==> src/rtl/rotenc_pkg.sv <==
// rotenc_pkg: shared types and constants for the rotary encoder decoder
// no dependencies; used by the channel interfaces and the core
`default_nettype none

package rotenc_pkg;

  localparam int unsigned DivideWidth = 8;

  typedef logic [1:0]             enc_val_t;
  typedef logic [DivideWidth-1:0] divide_t;

  typedef enum logic [1:0] {
    STEP_NONE = 2'd0,
    STEP_CW   = 2'd1,
    STEP_CCW  = 2'd2
  } step_e;

  // phase of the two-transition toggle
  localparam logic [1:0] PHASE_IDLE   = 2'd0;
  localparam logic [1:0] PHASE_FIRST  = 2'd1;
  localparam logic [1:0] PHASE_SECOND = 2'd2;

  // xor patterns of a single-pin change
  localparam enc_val_t DIFF_CW  = 2'b10;
  localparam enc_val_t DIFF_CCW = 2'b01;

endpackage

`default_nettype wire

==> src/rtl/rotenc_if.sv <==
// rotenc channel interfaces: sample requests, step results and config writes
// depends on rotenc_pkg
`default_nettype none

interface rotenc_in_if;
  logic valid;
  logic ready;
  logic pin_a;
  logic pin_b;
  logic event_pending;

  modport source (output valid, output pin_a, output pin_b, output event_pending,
                  input ready);
  modport sink   (input valid, input pin_a, input pin_b, input event_pending,
                  output ready);
endinterface

interface rotenc_out_if;
  logic             valid;
  logic             ready;
  rotenc_pkg::step_e step_event;

  modport source (output valid, output step_event, input ready);
  modport sink   (input valid, input step_event, output ready);
endinterface

interface rotenc_cfg_if;
  logic                valid;
  logic                ready;
  rotenc_pkg::divide_t step_divide;

  modport source (output valid, output step_divide, input ready);
  modport sink   (input valid, input step_divide, output ready);
endinterface

`default_nettype wire

==> src/rtl/rotary_encoder_debounce_decoder_core.sv <==
// rotary encoder debounce and direction decoder, top level
// depends on rotenc_pkg and the channel interfaces in rotenc_if.sv
//
// Each request is one timer tick carrying both encoder pins and an event
// pending flag, and each gives exactly one result: none, clockwise or
// counter-clockwise. A tick is ignored while an event is pending; otherwise
// the pin value must hold for three ticks before a change against the last
// accepted value is classified, only every second transition counts, and
// step_divide counted steps are swallowed before one is reported. A request
// goes through an input register, then the decision logic updates the
// decoder state as the tick moves into the result register: one request
// per cycle sustained, limited only by output back-pressure. step_divide is
// written through the config channel and should only change while no
// request is in flight.
`default_nettype none

module rotary_encoder_debounce_decoder_core (
  input  wire logic clk_i,
  input  wire logic rst_ni,
  rotenc_in_if.sink    in_ch,
  rotenc_out_if.source out_ch,
  rotenc_cfg_if.sink   cfg_ch
);
  import rotenc_pkg::*;

  // config register
  divide_t step_divide_q;

  // input stage
  logic     in_valid_q;
  enc_val_t sample_q;
  logic     pending_q;

  // decoder state
  enc_val_t   stable_value_q, stable_value_d;
  enc_val_t   last_value_q, last_value_d;
  logic [1:0] stable_count_q, stable_count_d;
  logic [1:0] phase_q, phase_d;
  divide_t    divide_count_q, divide_count_d;

  // result stage
  logic  out_valid_q;
  step_e out_event_q;
  step_e event_d;

  logic     advance;
  enc_val_t diff;
  logic [1:0] phase_next;
  logic     drop;

  assign advance      = in_valid_q && (!out_valid_q || out_ch.ready);
  assign in_ch.ready  = !in_valid_q || advance;
  assign cfg_ch.ready = 1'b1;
  assign out_ch.valid      = out_valid_q;
  assign out_ch.step_event = out_event_q;

  always_ff @(posedge clk_i or negedge rst_ni) begin
    if (!rst_ni) begin
      step_divide_q <= '0;
    end else if (cfg_ch.valid) begin
      step_divide_q <= cfg_ch.step_divide;
    end
  end

  always_ff @(posedge clk_i or negedge rst_ni) begin
    if (!rst_ni) begin
      in_valid_q <= 1'b0;
    end else if (in_ch.ready) begin
      in_valid_q <= in_ch.valid;
    end
  end

  always_ff @(posedge clk_i) begin
    if (in_ch.valid && in_ch.ready) begin
      sample_q  <= {in_ch.pin_b, in_ch.pin_a};
      pending_q <= in_ch.event_pending;
    end
  end

  assign diff = stable_value_q ^ last_value_q;

  always_comb begin
    stable_value_d = stable_value_q;
    last_value_d   = last_value_q;
    stable_count_d = stable_count_q;
    phase_d        = phase_q;
    divide_count_d = divide_count_q;
    event_d        = STEP_NONE;
    phase_next     = phase_q;
    drop           = 1'b0;

    if (!pending_q) begin
      if (stable_value_q != sample_q) begin
        stable_value_d = sample_q;
        stable_count_d = 2'd0;
      end else if (stable_count_q <= 2'd1) begin
        stable_count_d = stable_count_q + 2'd1;
      end else if (last_value_q != stable_value_q) begin
        if (diff == DIFF_CW || diff == DIFF_CCW) begin
          phase_next = (phase_q == PHASE_IDLE) ? PHASE_FIRST : PHASE_SECOND;
          if (phase_next == PHASE_FIRST) begin
            if (divide_count_q < step_divide_q) begin
              // swallowed: same transition is seen again on the next tick
              divide_count_d = divide_count_q + divide_t'(1);
              drop           = 1'b1;
            end else begin
              divide_count_d = '0;
              event_d        = (diff == DIFF_CW) ? STEP_CW : STEP_CCW;
            end
          end
        end
        if (drop) begin
          phase_d = phase_next;
        end else begin
          phase_d        = (phase_next == PHASE_SECOND) ? PHASE_IDLE : phase_next;
          stable_count_d = 2'd0;
          last_value_d   = stable_value_q;
        end
      end
    end
  end

  always_ff @(posedge clk_i or negedge rst_ni) begin
    if (!rst_ni) begin
      stable_value_q <= '0;
      last_value_q   <= '0;
      stable_count_q <= '0;
      phase_q        <= PHASE_IDLE;
      divide_count_q <= '0;
    end else if (advance) begin
      stable_value_q <= stable_value_d;
      last_value_q   <= last_value_d;
      stable_count_q <= stable_count_d;
      phase_q        <= phase_d;
      divide_count_q <= divide_count_d;
    end
  end

  always_ff @(posedge clk_i or negedge rst_ni) begin
    if (!rst_ni) begin
      out_valid_q <= 1'b0;
    end else if (advance) begin
      out_valid_q <= 1'b1;
    end else if (out_ch.ready) begin
      out_valid_q <= 1'b0;
    end
  end

  always_ff @(posedge clk_i) begin
    if (advance) begin
      out_event_q <= event_d;
    end
  end

endmodule

`default_nettype wire
==> src/flat_wrapper.sv <==
// flat-port wrapper written by rule: the top's interface ports become plain ports
module rotary_encoder_debounce_decoder_core_flat import rotenc_pkg::*;
  (clk_i, rst_ni, in_ch_valid, in_ch_pin_a, in_ch_pin_b, in_ch_event_pending, in_ch_ready, out_ch_valid, out_ch_step_event, out_ch_ready, cfg_ch_valid, cfg_ch_step_divide, cfg_ch_ready);
  rotenc_in_if in_ch_i ();
  rotenc_out_if out_ch_i ();
  rotenc_cfg_if cfg_ch_i ();
  input  wire logic clk_i;
  input  wire logic rst_ni;
  input wire logic [$bits(in_ch_i.valid)-1:0] in_ch_valid;
  input wire logic [$bits(in_ch_i.pin_a)-1:0] in_ch_pin_a;
  input wire logic [$bits(in_ch_i.pin_b)-1:0] in_ch_pin_b;
  input wire logic [$bits(in_ch_i.event_pending)-1:0] in_ch_event_pending;
  output wire logic [$bits(in_ch_i.ready)-1:0] in_ch_ready;
  output wire logic [$bits(out_ch_i.valid)-1:0] out_ch_valid;
  output wire logic [$bits(out_ch_i.step_event)-1:0] out_ch_step_event;
  input wire logic [$bits(out_ch_i.ready)-1:0] out_ch_ready;
  input wire logic [$bits(cfg_ch_i.valid)-1:0] cfg_ch_valid;
  input wire logic [$bits(cfg_ch_i.step_divide)-1:0] cfg_ch_step_divide;
  output wire logic [$bits(cfg_ch_i.ready)-1:0] cfg_ch_ready;
  assign in_ch_i.valid = in_ch_valid;
  assign in_ch_i.pin_a = in_ch_pin_a;
  assign in_ch_i.pin_b = in_ch_pin_b;
  assign in_ch_i.event_pending = in_ch_event_pending;
  assign in_ch_ready = in_ch_i.ready;
  assign out_ch_valid = out_ch_i.valid;
  assign out_ch_step_event = out_ch_i.step_event;
  assign out_ch_i.ready = out_ch_ready;
  assign cfg_ch_i.valid = cfg_ch_valid;
  assign cfg_ch_i.step_divide = cfg_ch_step_divide;
  assign cfg_ch_ready = cfg_ch_i.ready;
  rotary_encoder_debounce_decoder_core u_core (.clk_i(clk_i), .rst_ni(rst_ni), .in_ch(in_ch_i), .out_ch(out_ch_i), .cfg_ch(cfg_ch_i));
endmodule
==> config.mk <==
export PLATFORM = sky130hd
export DESIGN_NAME = rotary_encoder_debounce_decoder_core_flat
export DESIGN_NICKNAME = d
export VERILOG_FILES = /design/src/rtl/rotenc_pkg.sv /design/src/rtl/rotenc_if.sv /design/src/rtl/rotary_encoder_debounce_decoder_core.sv /design/src/flat_wrapper.sv
export SDC_FILE = /design/constraint.sdc
export NUM_CORES = 1
export LEC_CHECK = 0
export BUFFER_PORTS_ARGS = -buffer_cell sky130_fd_sc_hd__buf_2
export CORE_UTILIZATION = 50
export CTS_BUF_LIST = sky130_fd_sc_hd__clkbuf_16
export CTS_CLUSTER_SIZE = 8
export DETAILED_ROUTE_END_ITERATION = 16
export PLACE_DENSITY = 0.81
export SLEW_MARGIN = 20
export SYNTH_ARGS = -nofsm -noshare
export SYNTH_HDL_FRONTEND = slang
export SYNTH_SLANG_ARGS = --single-unit
==> constraint.sdc <==
create_clock -name clk_i -period 4.95 [get_ports clk_i]
set_input_delay 0.2475 -clock clk_i [delete_from_list [all_inputs] [get_ports clk_i]]
set_output_delay 0.2475 -clock clk_i [all_outputs]
set_load 0.05 [all_outputs]
Yosys cells after proc, flatten, opt, wreduce, memory -nomap -nowiden:

Cells that the tools add are included.

* add/sub/neg operators: 2
* $lt $le $gt $ge: 2
* equal/unequal tests: 7
* multiplexer cells: 23
* bitwise operators: 8
* reductions and logical operators: 16

Operators by type and width (count)
* $mux W2: 13
* $mux W1: 9
* $add A8 B1 Y8 const B: 1
* $lt A8 B8 Y1: 1
* $mux W8: 1
* $not A1 Y1: 7
* $reduce_and A7 Y1: 1
* $reduce_or A7 Y1: 1
* $reduce_and A6 Y1: 1
* $reduce_and A5 Y1: 1
* $eq A2 B1 Y1 const B: 2
* $eq A2 B2 Y1 const B: 2
* $ne A2 B2 Y1: 2
* $reduce_and A4 Y1: 1
* $logic_or A1 B1 Y1: 3
* $ne A3 B1 Y1 const B: 1
* $reduce_and A3 Y1: 1
* $reduce_bool A3 Y1: 1
* $add A2 B1 Y2 const B: 1
* $le A2 B1 Y1 const B: 1
* $logic_and A1 B1 Y1: 2
* $logic_not A1 Y1: 2
* $logic_not A2 Y1: 1
* $reduce_bool A2 Y1: 1
* $xor A2 B2 Y2: 1

* flip-flop bits (word level): 31
* bits of input ports: 16
* output and inout port bits: 5
* logic and storage cells: 69

Logic depth before layout (Yosys ltp):

Gate-level depths: netlist of run 1.

* word-level depth: 13
* depth in mapped cells: 8
* gate-level depth less buffers: 7

Worst setup path after synthesis of run 1:

No wires, ideal clock.

* kind: register -> register
* start point: reg u_core.stable_value_q[0]
* end point: reg u_core.divide_count_q[5]
* setup time: 126 ps
* data arrival time: 2072 ps
* data required time: 4824 ps
* slack: 2752 ps
* cell stages (with the launch flop): 7
* period minus slack after synthesis: 2198 ps
* path through: dfrtp_1 xnor2_1 ha_1 or3_4 or3_1 buf_2 a221o_1

* cells in the longest elaborated chain, start to end: 4

RTL lines
* from (decl): line rotary_encoder_debounce_decoder_core.sv:35 `enc_val_t stable_value_q, stable_value_d;`
* from (signal assigned): line rotary_encoder_debounce_decoder_core.sv:131 `stable_value_q <= stable_value_d;`
* $xor A2 B2 Y2: line rotary_encoder_debounce_decoder_core.sv:80 `assign diff = stable_value_q ^ last_value_q;`
* $eq A2 B2 Y1 or $eq A2 B1 Y1 (tied branches): line rotary_encoder_debounce_decoder_core.sv:99 `if (diff == DIFF_CW || diff == DIFF_CCW) begin`
* $logic_or A1 B1 Y1: line rotary_encoder_debounce_decoder_core.sv:99
* $reduce_and A7 Y1 (no source line) *
* to (signal assigned): line rotary_encoder_debounce_decoder_core.sv:135 `divide_count_q <= divide_count_d;`
* to (decl): line rotary_encoder_debounce_decoder_core.sv:39 `divide_t divide_count_q, divide_count_d;`

Every way passes the cells marked *; elsewhere a longest branch is shown, timed or not.
A chain may end at the register's enable or synchronous reset.

Worst setup path after layout of run 1:

* start point: reg u_core.divide_count_q[2]
* end point: reg u_core.last_value_q[1]

* cells in the longest elaborated chain, start to end: 10

RTL lines
* $lt A8 B8 Y1: line rotary_encoder_debounce_decoder_core.sv:102 `if (divide_count_q < step_divide_q) begin`
* $mux W1: line rotary_encoder_debounce_decoder_core.sv:102
* $mux W1: line rotary_encoder_debounce_decoder_core.sv:101 `if (phase_next == PHASE_FIRST) begin`
* $mux W1: line rotary_encoder_debounce_decoder_core.sv:99
* $mux W1: line rotary_encoder_debounce_decoder_core.sv:98 `end else if (last_value_q != stable_value_q) begin`
* $mux W1: line rotary_encoder_debounce_decoder_core.sv:96 `end else if (stable_count_q <= 2'd1) begin`
* $mux W1: line rotary_encoder_debounce_decoder_core.sv:93 `if (stable_value_q != sample_q) begin`
* $mux W1: line rotary_encoder_debounce_decoder_core.sv:92 `if (!pending_q) begin`
* $not A1 Y1 (no source line)
* $reduce_and A6 Y1 (no source line)
* to (signal assigned): line rotary_encoder_debounce_decoder_core.sv:132 `last_value_q <= last_value_d;`
* to (decl): line rotary_encoder_debounce_decoder_core.sv:36 `enc_val_t last_value_q, last_value_d;`

No other way between the ends. The select of a mux whose other input is x is not followed.

==> metrics, run 1 <==
Critical R2R Launch u_core.divide_count_q[2]; Syn Nets 177; clock slew at reported path FFs 50 ps; peak supply drop 217 uV; R2R setup slack 2490 ps; DIE HEIGHT 58.3 um; setup TNS 0 ps; Cells after Synth 151; layout cell share with drive strength beyond 1 17.7%; Hold/Removal Path Class in2reg; via density per instance 5.46; CTS tree done; post-route cell area 1860 sq um; reg-to-reg endpoint u_core.last_value_q[1]; final setup vio count 0; die outline area 3390 sq um; post-synthesis sequential area ratio 50.6%; dpl hpwl 2.30 mm; final core utilization 61.3%; commonest non-fill, non-tap cells in the layout dfrtp_1 (26), buf_2 (19), nand2_1 (15); Final min period 2460 ps; Main synth FF type dfrtp_1; P_leak 0.896 nW; outcome complete, no violations; largest net degree at the start of global routing 27; Mapped Avg Cell Area 10.5 sq um; Port Buffers 19; Core ar. 3030 sq um; Clock Path Buffers 2; power per cell area 412 nW/um^2; EDFF count, synth 5; R2R depth 6; max frequency 407 MHz; CTS Buf Count 5; GRT Overall Usage 21.4%; n_diodes 0; crit path launch type register; Seq cells post-synth 31; Critical Path RT 5100 ps; critical path endpoint category register; GRT overflow 0; crit path kind reg2reg; via count 1195; clk sinks 31; Clock Latency Late Sink 270 ps; placer congestion estimate 0.847; Netlist cell types 40; final hold violations 0; first drt pass iteration count 4; Iter 0 DRT Violations 34; Hold EP u_core.sample_q[0]; Worst EP arrival 2610 ps; WHS Path Cells 1; Cell Rows 20; DRT antenna net count 0; Starting Density 52.3%; Async SR Flop Fraction 83.9%; final net count 200; RSZ-0062 raised after global routing no; DRC viols 0; Setup Buffers After CTS 0; HP Start in_ch_pin_a; first-pass GRT wire length 5.25 mm; Syn Std Cell Area 1580 sq um; worst slew pin tran 950 ps; setup skew after layout 2.94 ps; chip width 58.3 um; Slew headroom 36.7%; yosys warns 0; Post-DP Area 1710 sq um; routed wire length 3.02 mm; clk root buf clkbuf_16; most common cell after layout, fill and taps aside dfrtp_1; Crit Path Max Fanout 11; routed len/inst 13.8 um; Max H-tree Level 2; vias in the first global route 1264; cts repair resizes 0; initial antenna violation count 0; max-slew violations 0; Layout Area Growth over Synthesis 17.3%; Max Cap Viol 0; hold-fix buffers at CTS 1; Final period util 49.6%; Ports 21
-- logic make-up (layout without fill, tap and decap cells) --
logic type               Yosys count  count (layout)  share of synthesized area, %
AND/OR/NAND/NOR                   55              55                          18.3
AO/OA/AOI/OAI                     31              31                          12.9
flip-flops                        31              31                          50.6
buffers and inverters             13              37                          3.64
adder cells (fa/ha/maj)           10              10                          7.91
multiplexers                       6               6                          4.27
XOR/XNOR                           4               4                          2.21
other                              1               1                         0.237
-- layer usage --
layer | track usage [%] | vias to the layer above | wire (um) | share of wire (%)
met1 | 22.1 | 574 | 1170 | 39
met2 | 38.4 | 32 | 1660 | 55
met5 | 0 | - | 0 | 0
met4 | 12.2 | 0 | 68 | 2.3
li1 | - | 582 | - | -
met3 | 6.25 | 7 | 126 | 4.2
-- flip-flops by register name, indices dropped and copies added, names as in the netlist --
| name | count |
|---|---|
| u_core.divide_count_q | 8 |
| u_core.stable_value_q | 2 |
| u_core.out_ch.valid | 1 |
| u_core.in_valid_q | 1 |
| u_core.step_divide_q | 8 |
| u_core.out_ch.step_event | 2 |
| u_core.pending_q | 1 |
| u_core.phase_q | 2 |
| u_core.last_value_q | 2 |
| u_core.sample_q | 2 |
| u_core.stable_count_q | 2 |
-- stage by stage --
step | worst slack [ps] | hold slack (ps) | std cells | power [W]
after global routing | 2280 | 147 | 219 | 0.000805
after CTS | 2480 | 146 | 219 | 0.000770
after global placement | 2560 | 273 | 210 | 0.000479
final | 2490 | 149 | 219 | 0.000764
after floorplan | 2750 | -48.1 | 151 | 0.000444
after detailed placement | 2510 | 280 | 210 | 0.000488
-- worst max path at each step --
stage / start / to / cells past startpoint
floorplan: u_core.stable_value_q[0] / u_core.divide_count_q[5] / 6
global route: u_core.divide_count_q[2] / u_core.last_value_q[0] / 6
CTS: u_core.divide_count_q[2] / u_core.last_value_q[1] / 6
detailed placement: u_core.divide_count_q[2] / u_core.last_value_q[1] / 6
finish: u_core.divide_count_q[2] / u_core.last_value_q[1] / 6
global placement: u_core.divide_count_q[2] / u_core.last_value_q[1] / 6
-- layout make-up --
type | count | area, sq um
clock inverter | 3 | 12.5
tap | 44 | 55.1
multi-input combinational | 107 | 724
sequential | 31 | 801
timing repair buffer | 20 | 105
inverter | 9 | 33.8
fill | 273 | 1170
clock buffer | 5 | 125
-- critical path, stage by stage, from the launching register on --
cell and delay (ps):
dfrtp_1 420, ha_1 330, a211o_1 300, a31oi_1 160
o221ai_1 440, o21a_1 370, mux2_1 320
-- cell usage after synthesis, drive strengths merged, types with 2 or more instances --
master | count | area share, %
mux2 | 6 | 4.3
xnor2 | 3 | 1.7
nor2b | 3 | 1.2
nand2b | 4 | 1.6
nor2 | 10 | 2.8
or3 | 3 | 1.5
and3 | 3 | 1.2
nand2 | 15 | 3.6
inv | 9 | 2.1
nor3 | 3 | 0.95
dfrtp | 26 | 41
a31oi | 3 | 1.2
buf | 3 | 1.3
edfxtp | 5 | 9.5
a22o | 3 | 1.7
and2 | 3 | 1.2
o21ai | 14 | 4.4
nand3 | 6 | 1.9
ha | 10 | 7.9
a21oi | 2 | 0.63
a221o | 3 | 1.9
-- power breakdown --
group	internal, W	total [W]	switching, W
clock network	0.000181	0.000278	0.0000977
logic	0.0000737	0.000166	0.0000921
registers	0.000293	0.000320	0.0000274
total	0.000547	0.000764	0.000217
Power figures use the tool's default switching activity.
==> inputs of run 2 (changes only) <==
- clock period: 4.95 -> 2.5 ns (I/O delays scaled with it)
==> run 2 against run 1 <==
  * Sequential power grew 98%
  * Fmax increased by 4.5%
  * Wire length down 3.7%
  * Total power grew 110%
  * First-iteration DRC count is 8.8% lower
  * Setup slack worse by 2300 ps
  * Largest cell class unchanged
==> metrics, run 2 (same netlist as run 1, synthesis figures left out) <==
outcome complete, no violations; WHS 26.2 ps (-123 ps); most common cell after layout, fill and taps aside dfrtp_1; via density per instance 5.34 (-2.2%); RSZ-0062 raised after global routing no; setup skew after layout 3.24 ps (+0.297 ps); final core utilization 62.4% (+1.1 points); Starting Density 52.3% (unchanged); GRT Overall Usage 20.1% (-1.3 points); CTS tree done; crit path launch u_core.stable_value_q[0]; via count 1174 (-1.8%); Crit Path Max Fanout 6 (-5); area of the multi-input gates 724 sq um (unchanged); Critical R2R Launch u_core.stable_value_q[0]; routed wire length 2.91 mm (-3.7%); clock slew at reported path FFs 50 ps (about the same); DIE HEIGHT 58.3 um (unchanged); Final min period 2350 ps (-107 ps); Max H-tree Level 2 (unchanged); # fillers 238 (-13%); P_sw 0.000434 W (+100%); top flop regs u_core.divide_count_q: 8 flops, u_core.step_divide_q: 8 flops; P_leak 0.907 nW (+1.2%); vias in the first global route 1194 (-5.5%); routed len/inst 13.2 um (-4.1%); Clock Latency Late Sink 270 ps (about the same); Core ar. 3030 sq um (unchanged); Critical Path RT 2650 ps (-2450 ps); sequential standard cell area 801 sq um (unchanged); first-pass GRT wire length 4.97 mm (-5.3%); max-slew violations 0 (unchanged); DRC viols 0 (unchanged); final setup vio count 0 (unchanged); final net count 201 (+0.50%); max frequency 426 MHz (+4.5%); Layout Area Growth over Synthesis 19.4%; peak supply drop 444 uV (+100%); Port Buffers 19 (unchanged); DRT antenna net count 0 (unchanged); final hold violations 0 (unchanged); crit path launch type register; post-placement cell count 211 (+0.48%); clk root buf clkbuf_16; chip width 58.3 um (unchanged); sw frac 26.7% (-1.7 points); Comb pwr share 20.3% (-1.4 points); critical path endpoint category register; largest net degree at the start of global routing 27 (unchanged); layout cell share with drive strength beyond 1 18.8% (+1.0 points); internal power 0.00119 W (+120%); placer congestion estimate 0.783 (-7.6%); die outline area 3390 sq um (unchanged); crit path kind reg2reg; Sequential Power Share 39.1% (-2.8 points); HP Start in_ch_event_pending; Iter 0 DRT Violations 31 (-8.8%); power per cell area 858 nW/um^2 (+110%); final std cells w/o fill 220 (+0.46%); GRT overflow 0 (unchanged); Post-DP Area 1720 sq um (+0.44%); dpl hpwl 2.11 mm (-8.1%); Worst EP arrival 2500 ps (-110 ps); Hold/Removal Path Class in2reg; Max Cap Viol 0 (unchanged); Cell Rows 20 (unchanged); worst slew pin tran 573 ps (-377 ps); n_diodes 0 (unchanged); setup TNS 0 ps (unchanged); cts repair resizes 0 (unchanged); CTS Buf Count 5 (unchanged); clk sinks 31 (unchanged); Clock Path Buffers 2 (unchanged); post-route cell area 1890 sq um (+1.8%); Clock Power Share 40.6% (+4.2 points); Ports 21 (unchanged); commonest non-fill, non-tap cells in the layout dfrtp_1 (26), buf_2 (19), nand2_1 (15); first drt pass iteration count 4 (unchanged); Slew headroom 61.8% (+25 points); Final period util 94.0% (+44 points); initial antenna violation count 0 (unchanged)
-- run 2: cell count changes in the layout (fill, tap and decap cells not counted), sizes merged --
cell    delta
buf        +1
clkinv     +1
bufinv     +1
inv        -2
-- run 2: through the flow --
stage | setup slack (ps) | power (W)
6_report | 150 | 0.00162
3_3_place_gp | 262 | 0.000941
4_1_cts | 139 | 0.00164
2_1_floorplan | 302 | 0.000879
5_1_grt | 76.6 | 0.00170
3_5_place_dp | 143 | 0.000965
-- run 2: area by class of cell --
type	instances	share of cell area [%]
Tap cell	44	2.91
Timing Repair Buffer	21	5.96
Multi-Input combinational cell	107	38.3
Clock buffer	5	6.62
Sequential cell	31	42.4
Inverter	9	1.79
Clock inverter	3	2.05
-- run 2: what timing repair did --
action / CTS / global route
setup endpoints to repair: 0 / 0
endpoints found under the hold margin: 26 / 0
buffers inserted: 0 / 0
hold buffers: 1 / 0
-- run 2: final timing paths --
| path | end | slack, ps | cells past startpoint |
|---|---|---|---|
| hold / removal | u_core.pending_q | 30 | 1 |
| hold reg to reg | u_core.last_value_q[1] | 510 | 1 |
| setup reg to reg | u_core.divide_count_q[7] | 150 | 5 |
| min in group asynchronous | u_core.divide_count_q[5] | 390 | 2 |
| setup / recovery | u_core.divide_count_q[7] | 150 | 5 |
| max in group asynchronous | u_core.stable_value_q[1] | 1730 | 2 |
-- run 2: worst max-delay path, cell delays in order (launching register included) --
cell	delay, ps
dfrtp_1	410
xnor2_1	260
ha_1	300
or3_4	370
or3_1	500
a221o_1	390
-- run 2: power by group through the flow --
stage               logic [W]  clock network (W)  registers (W)
finish               0.000330           0.000659       0.000634
detailed placement   0.000325                  0       0.000640
global route         0.000368           0.000692       0.000644
floorplan            0.000241                  0       0.000638
CTS                  0.000335           0.000670       0.000634
global placement     0.000306                  0       0.000635
-- run 2: routing by layer --
metal / global-route usage, % / part of all wire [%] / up-vias
met3: 6.03 / 4.8 / 12
li1: - / - / 584
met5: 0 / 0 / -
met1: 21.4 / 41 / 547
met2: 35.5 / 52 / 31
met4: 10.9 / 2.7 / 0
==> inputs of run 3 (changes only) <==
- CORE_ASPECT_RATIO: unset -> 0.75
- SETUP_SLACK_MARGIN: unset -> 0.5
==> run 3 against run 2 <==
  * Sequential share of layout area fell by 3.3 points
  * Cell area rose by 8.9%
  * Critical path depth unchanged
  * Cell count is 1.8% higher
  * Clock power rose by 1%
  * Setup slack improved by 160 ps
  * Die area about the same
  * Sequential power grew 1%
  * Register-to-register slack gained 160 ps
  * Utilization is 6.7 points higher
  * Count of clock-buffer cells in the layout is the same
  * Critical path type unchanged
  * Highest routed layer unchanged
==> metrics, run 3 (same netlist as run 1, synthesis figures left out) <==
layout cell share with drive strength beyond 1 31.7% (+13 points); Critical R2R Launch u_core.last_value_q[0]; CTS Buf Count 5 (unchanged); Cell Rows 17 (-15%); via count 1311 (+12%); Core ar. 2980 sq um (-1.7%); max frequency 457 MHz (+7.4%); Max Cap Viol 0 (unchanged); Slew headroom 60.9% (-0.92 points); GRT overflow 0 (unchanged); placer congestion estimate 0.843 (+7.6%); Placement Setup Slack 229 ps (+86.4 ps); slowest stage delay, CP 430 ps (-70 ps); Starting Density 53.2% (+0.88 points); clock slew at reported path FFs 50 ps (about the same); DRT antenna net count 0 (unchanged); Max H-tree Level 2 (unchanged); outcome complete, no violations; routed wire length 3.85 mm (+32%); CTS tree done; final core utilization 69.1% (+6.7 points); Final period util 87.5% (-6.5 points); Iter 0 DRT Violations 89 (+190%); critical-path cell list xnor2_2 -> ha_1 -> or3_4 -> or3_4 -> a221o_1; DIE HEIGHT 50.7 um (-13%); Ports 21 (unchanged); Hold/Removal Path Class in2reg; # fillers 206 (-13%); final std cells w/o fill 224 (+1.8%); Post-DP Area 1710 sq um (-0.44%); Final WS setup 312 ps (+161 ps); crit path launch type register; final hold violations 0 (unchanged); crit path kind reg2reg; first drt pass iteration count 4 (unchanged); final net count 211 (+5.0%); delay-heaviest family, CP simple AND/OR/NAND/NOR gates; max-slew violations 0 (unchanged); P_leak 0.968 nW (+6.7%); critical path endpoint category register; RSZ-0062 raised after global routing yes; highest metal used met4; most common cell after layout, fill and taps aside dfrtp_1; commonest non-fill, non-tap cells in the layout dfrtp_1 (23), buf_2 (19), nand2_1 (15); most used cell, CP or3_4; largest net degree at the start of global routing 27 (unchanged); clk root buf clkbuf_16; worst slew pin tran 586 ps (+13.7 ps); R2R depth 5 (unchanged); Clock Path Buffers 2 (unchanged); met3 WL 227 um (+62%); via density per instance 5.85 (+9.7%); Final min period 2190 ps (-161 ps); HP Start in_ch_pin_b; WHS Path Cells 1 (unchanged); setup skew after layout 4.41 ps (+1.17 ps); vias in the first global route 1176 (-1.5%); Crit Path Max Fanout 6 (unchanged); die outline area 3400 sq um (about the same); peak supply drop 527 uV (+19%); Worst EP arrival 2340 ps (-160 ps); Port Buffers 19 (unchanged); setup TNS 0 ps (unchanged); n_diodes 0 (unchanged); area of the multi-input gates 821 sq um (+13%); Hold EP u_core.sample_q[1]; power per cell area 900 nW/um^2 (+4.8%); dpl hpwl 2.19 mm (+4.0%); metal1 wirelength 1.64 mm (+38%); crit path max-delay cell type dfrtp_1; routed len/inst 17.2 um (+30%); Critical Path RT 2660 ps (about the same); Layout Area Growth over Synthesis 30.0%; R2R setup slack 310 ps (+160 ps); GRT Overall Usage 24.4% (+4.4 points); reg-to-reg endpoint u_core.divide_count_q[5]; Clock Latency Late Sink 280 ps (about the same); post-route cell area 2060 sq um (+8.9%); first-pass GRT wire length 5.77 mm (+16%); clk sinks 31 (unchanged); post-placement cell count 205 (-2.8%); initial antenna violation count 0 (unchanged); final setup vio count 0 (unchanged); chip width 67.0 um (+15%); DRC viols 0 (unchanged); metal2 WL 1.89 mm (+26%); worst path buffer plus inverter count 0 (unchanged); top flop regs u_core.divide_count_q: 8 flops, u_core.step_divide_q: 8 flops; sequential standard cell area 805 sq um (+0.47%)
## run 3: what timing repair did
action / 4_1_cts / 5_1_grt
hold buffers: 1 / 0
hold endpoints to repair: 26 / 0
buffers inserted: 6 / 4
setup endpoints to repair: 13 / 14
pin swaps: 7 / 2
resized for setup: 10 / 9
## run 3: layout make-up
cell class	count	share of cell area, %
multi-input cells	107	39.9
flip-flops and latches	31	39.1
repair buffers	31	9.12
clock buffers	5	6.08
well taps	38	2.31
clock inverters	3	1.88
inverters	9	1.64
## run 3: metal layers
| metal | vias to the layer above | track usage [%] |
|---|---|---|
| li1 | 603 | - |
| met1 | 638 | 32.9 |
| met2 | 57 | 35.4 |
| met3 | 13 | 8.64 |
| met4 | 0 | 10.6 |
| met5 | - | 0 |
## run 3: how the worst max path moves through the flow
stage	start	end	slack, ps	cells past startpoint
after CTS	u_core.stable_value_q[1]	u_core.divide_count_q[5]	350	5
after detailed placement	u_core.stable_value_q[0]	u_core.divide_count_q[6]	230	5
after global placement	u_core.stable_value_q[1]	u_core.divide_count_q[6]	320	5
final	u_core.last_value_q[0]	u_core.divide_count_q[5]	310	5
after floorplan	u_core.stable_value_q[1]	u_core.divide_count_q[5]	360	6
after global routing	u_core.last_value_q[0]	u_core.divide_count_q[5]	290	5
## run 3: worst reg2reg max path: stages, from the launching register on
cell,delay (ps)
dfrtp_1,430
xnor2_2,220
ha_1,280
or3_4,370
or3_4,400
a221o_1,370
## run 3: metrics by stage
| stage | power, W | hold slack (ps) |
|---|---|---|
| finish | 0.00185 | 19.8 |
| global route | 0.00193 | 14.9 |
| CTS | 0.00173 | 17.5 |
| detailed placement | 0.000966 | 152 |
| global placement | 0.000939 | 144 |
| floorplan | 0.000879 | -171 |
## run 3: report_power, final
group	internal (W)	total [W]	switching, W	leakage, nW
Combinational	0.000284	0.000542	0.000258	0.507
Clock	0.000463	0.000667	0.000204	0.0812
Sequential	0.000580	0.000643	0.0000626	0.379
Total	0.00133	0.00185	0.000525	0.968
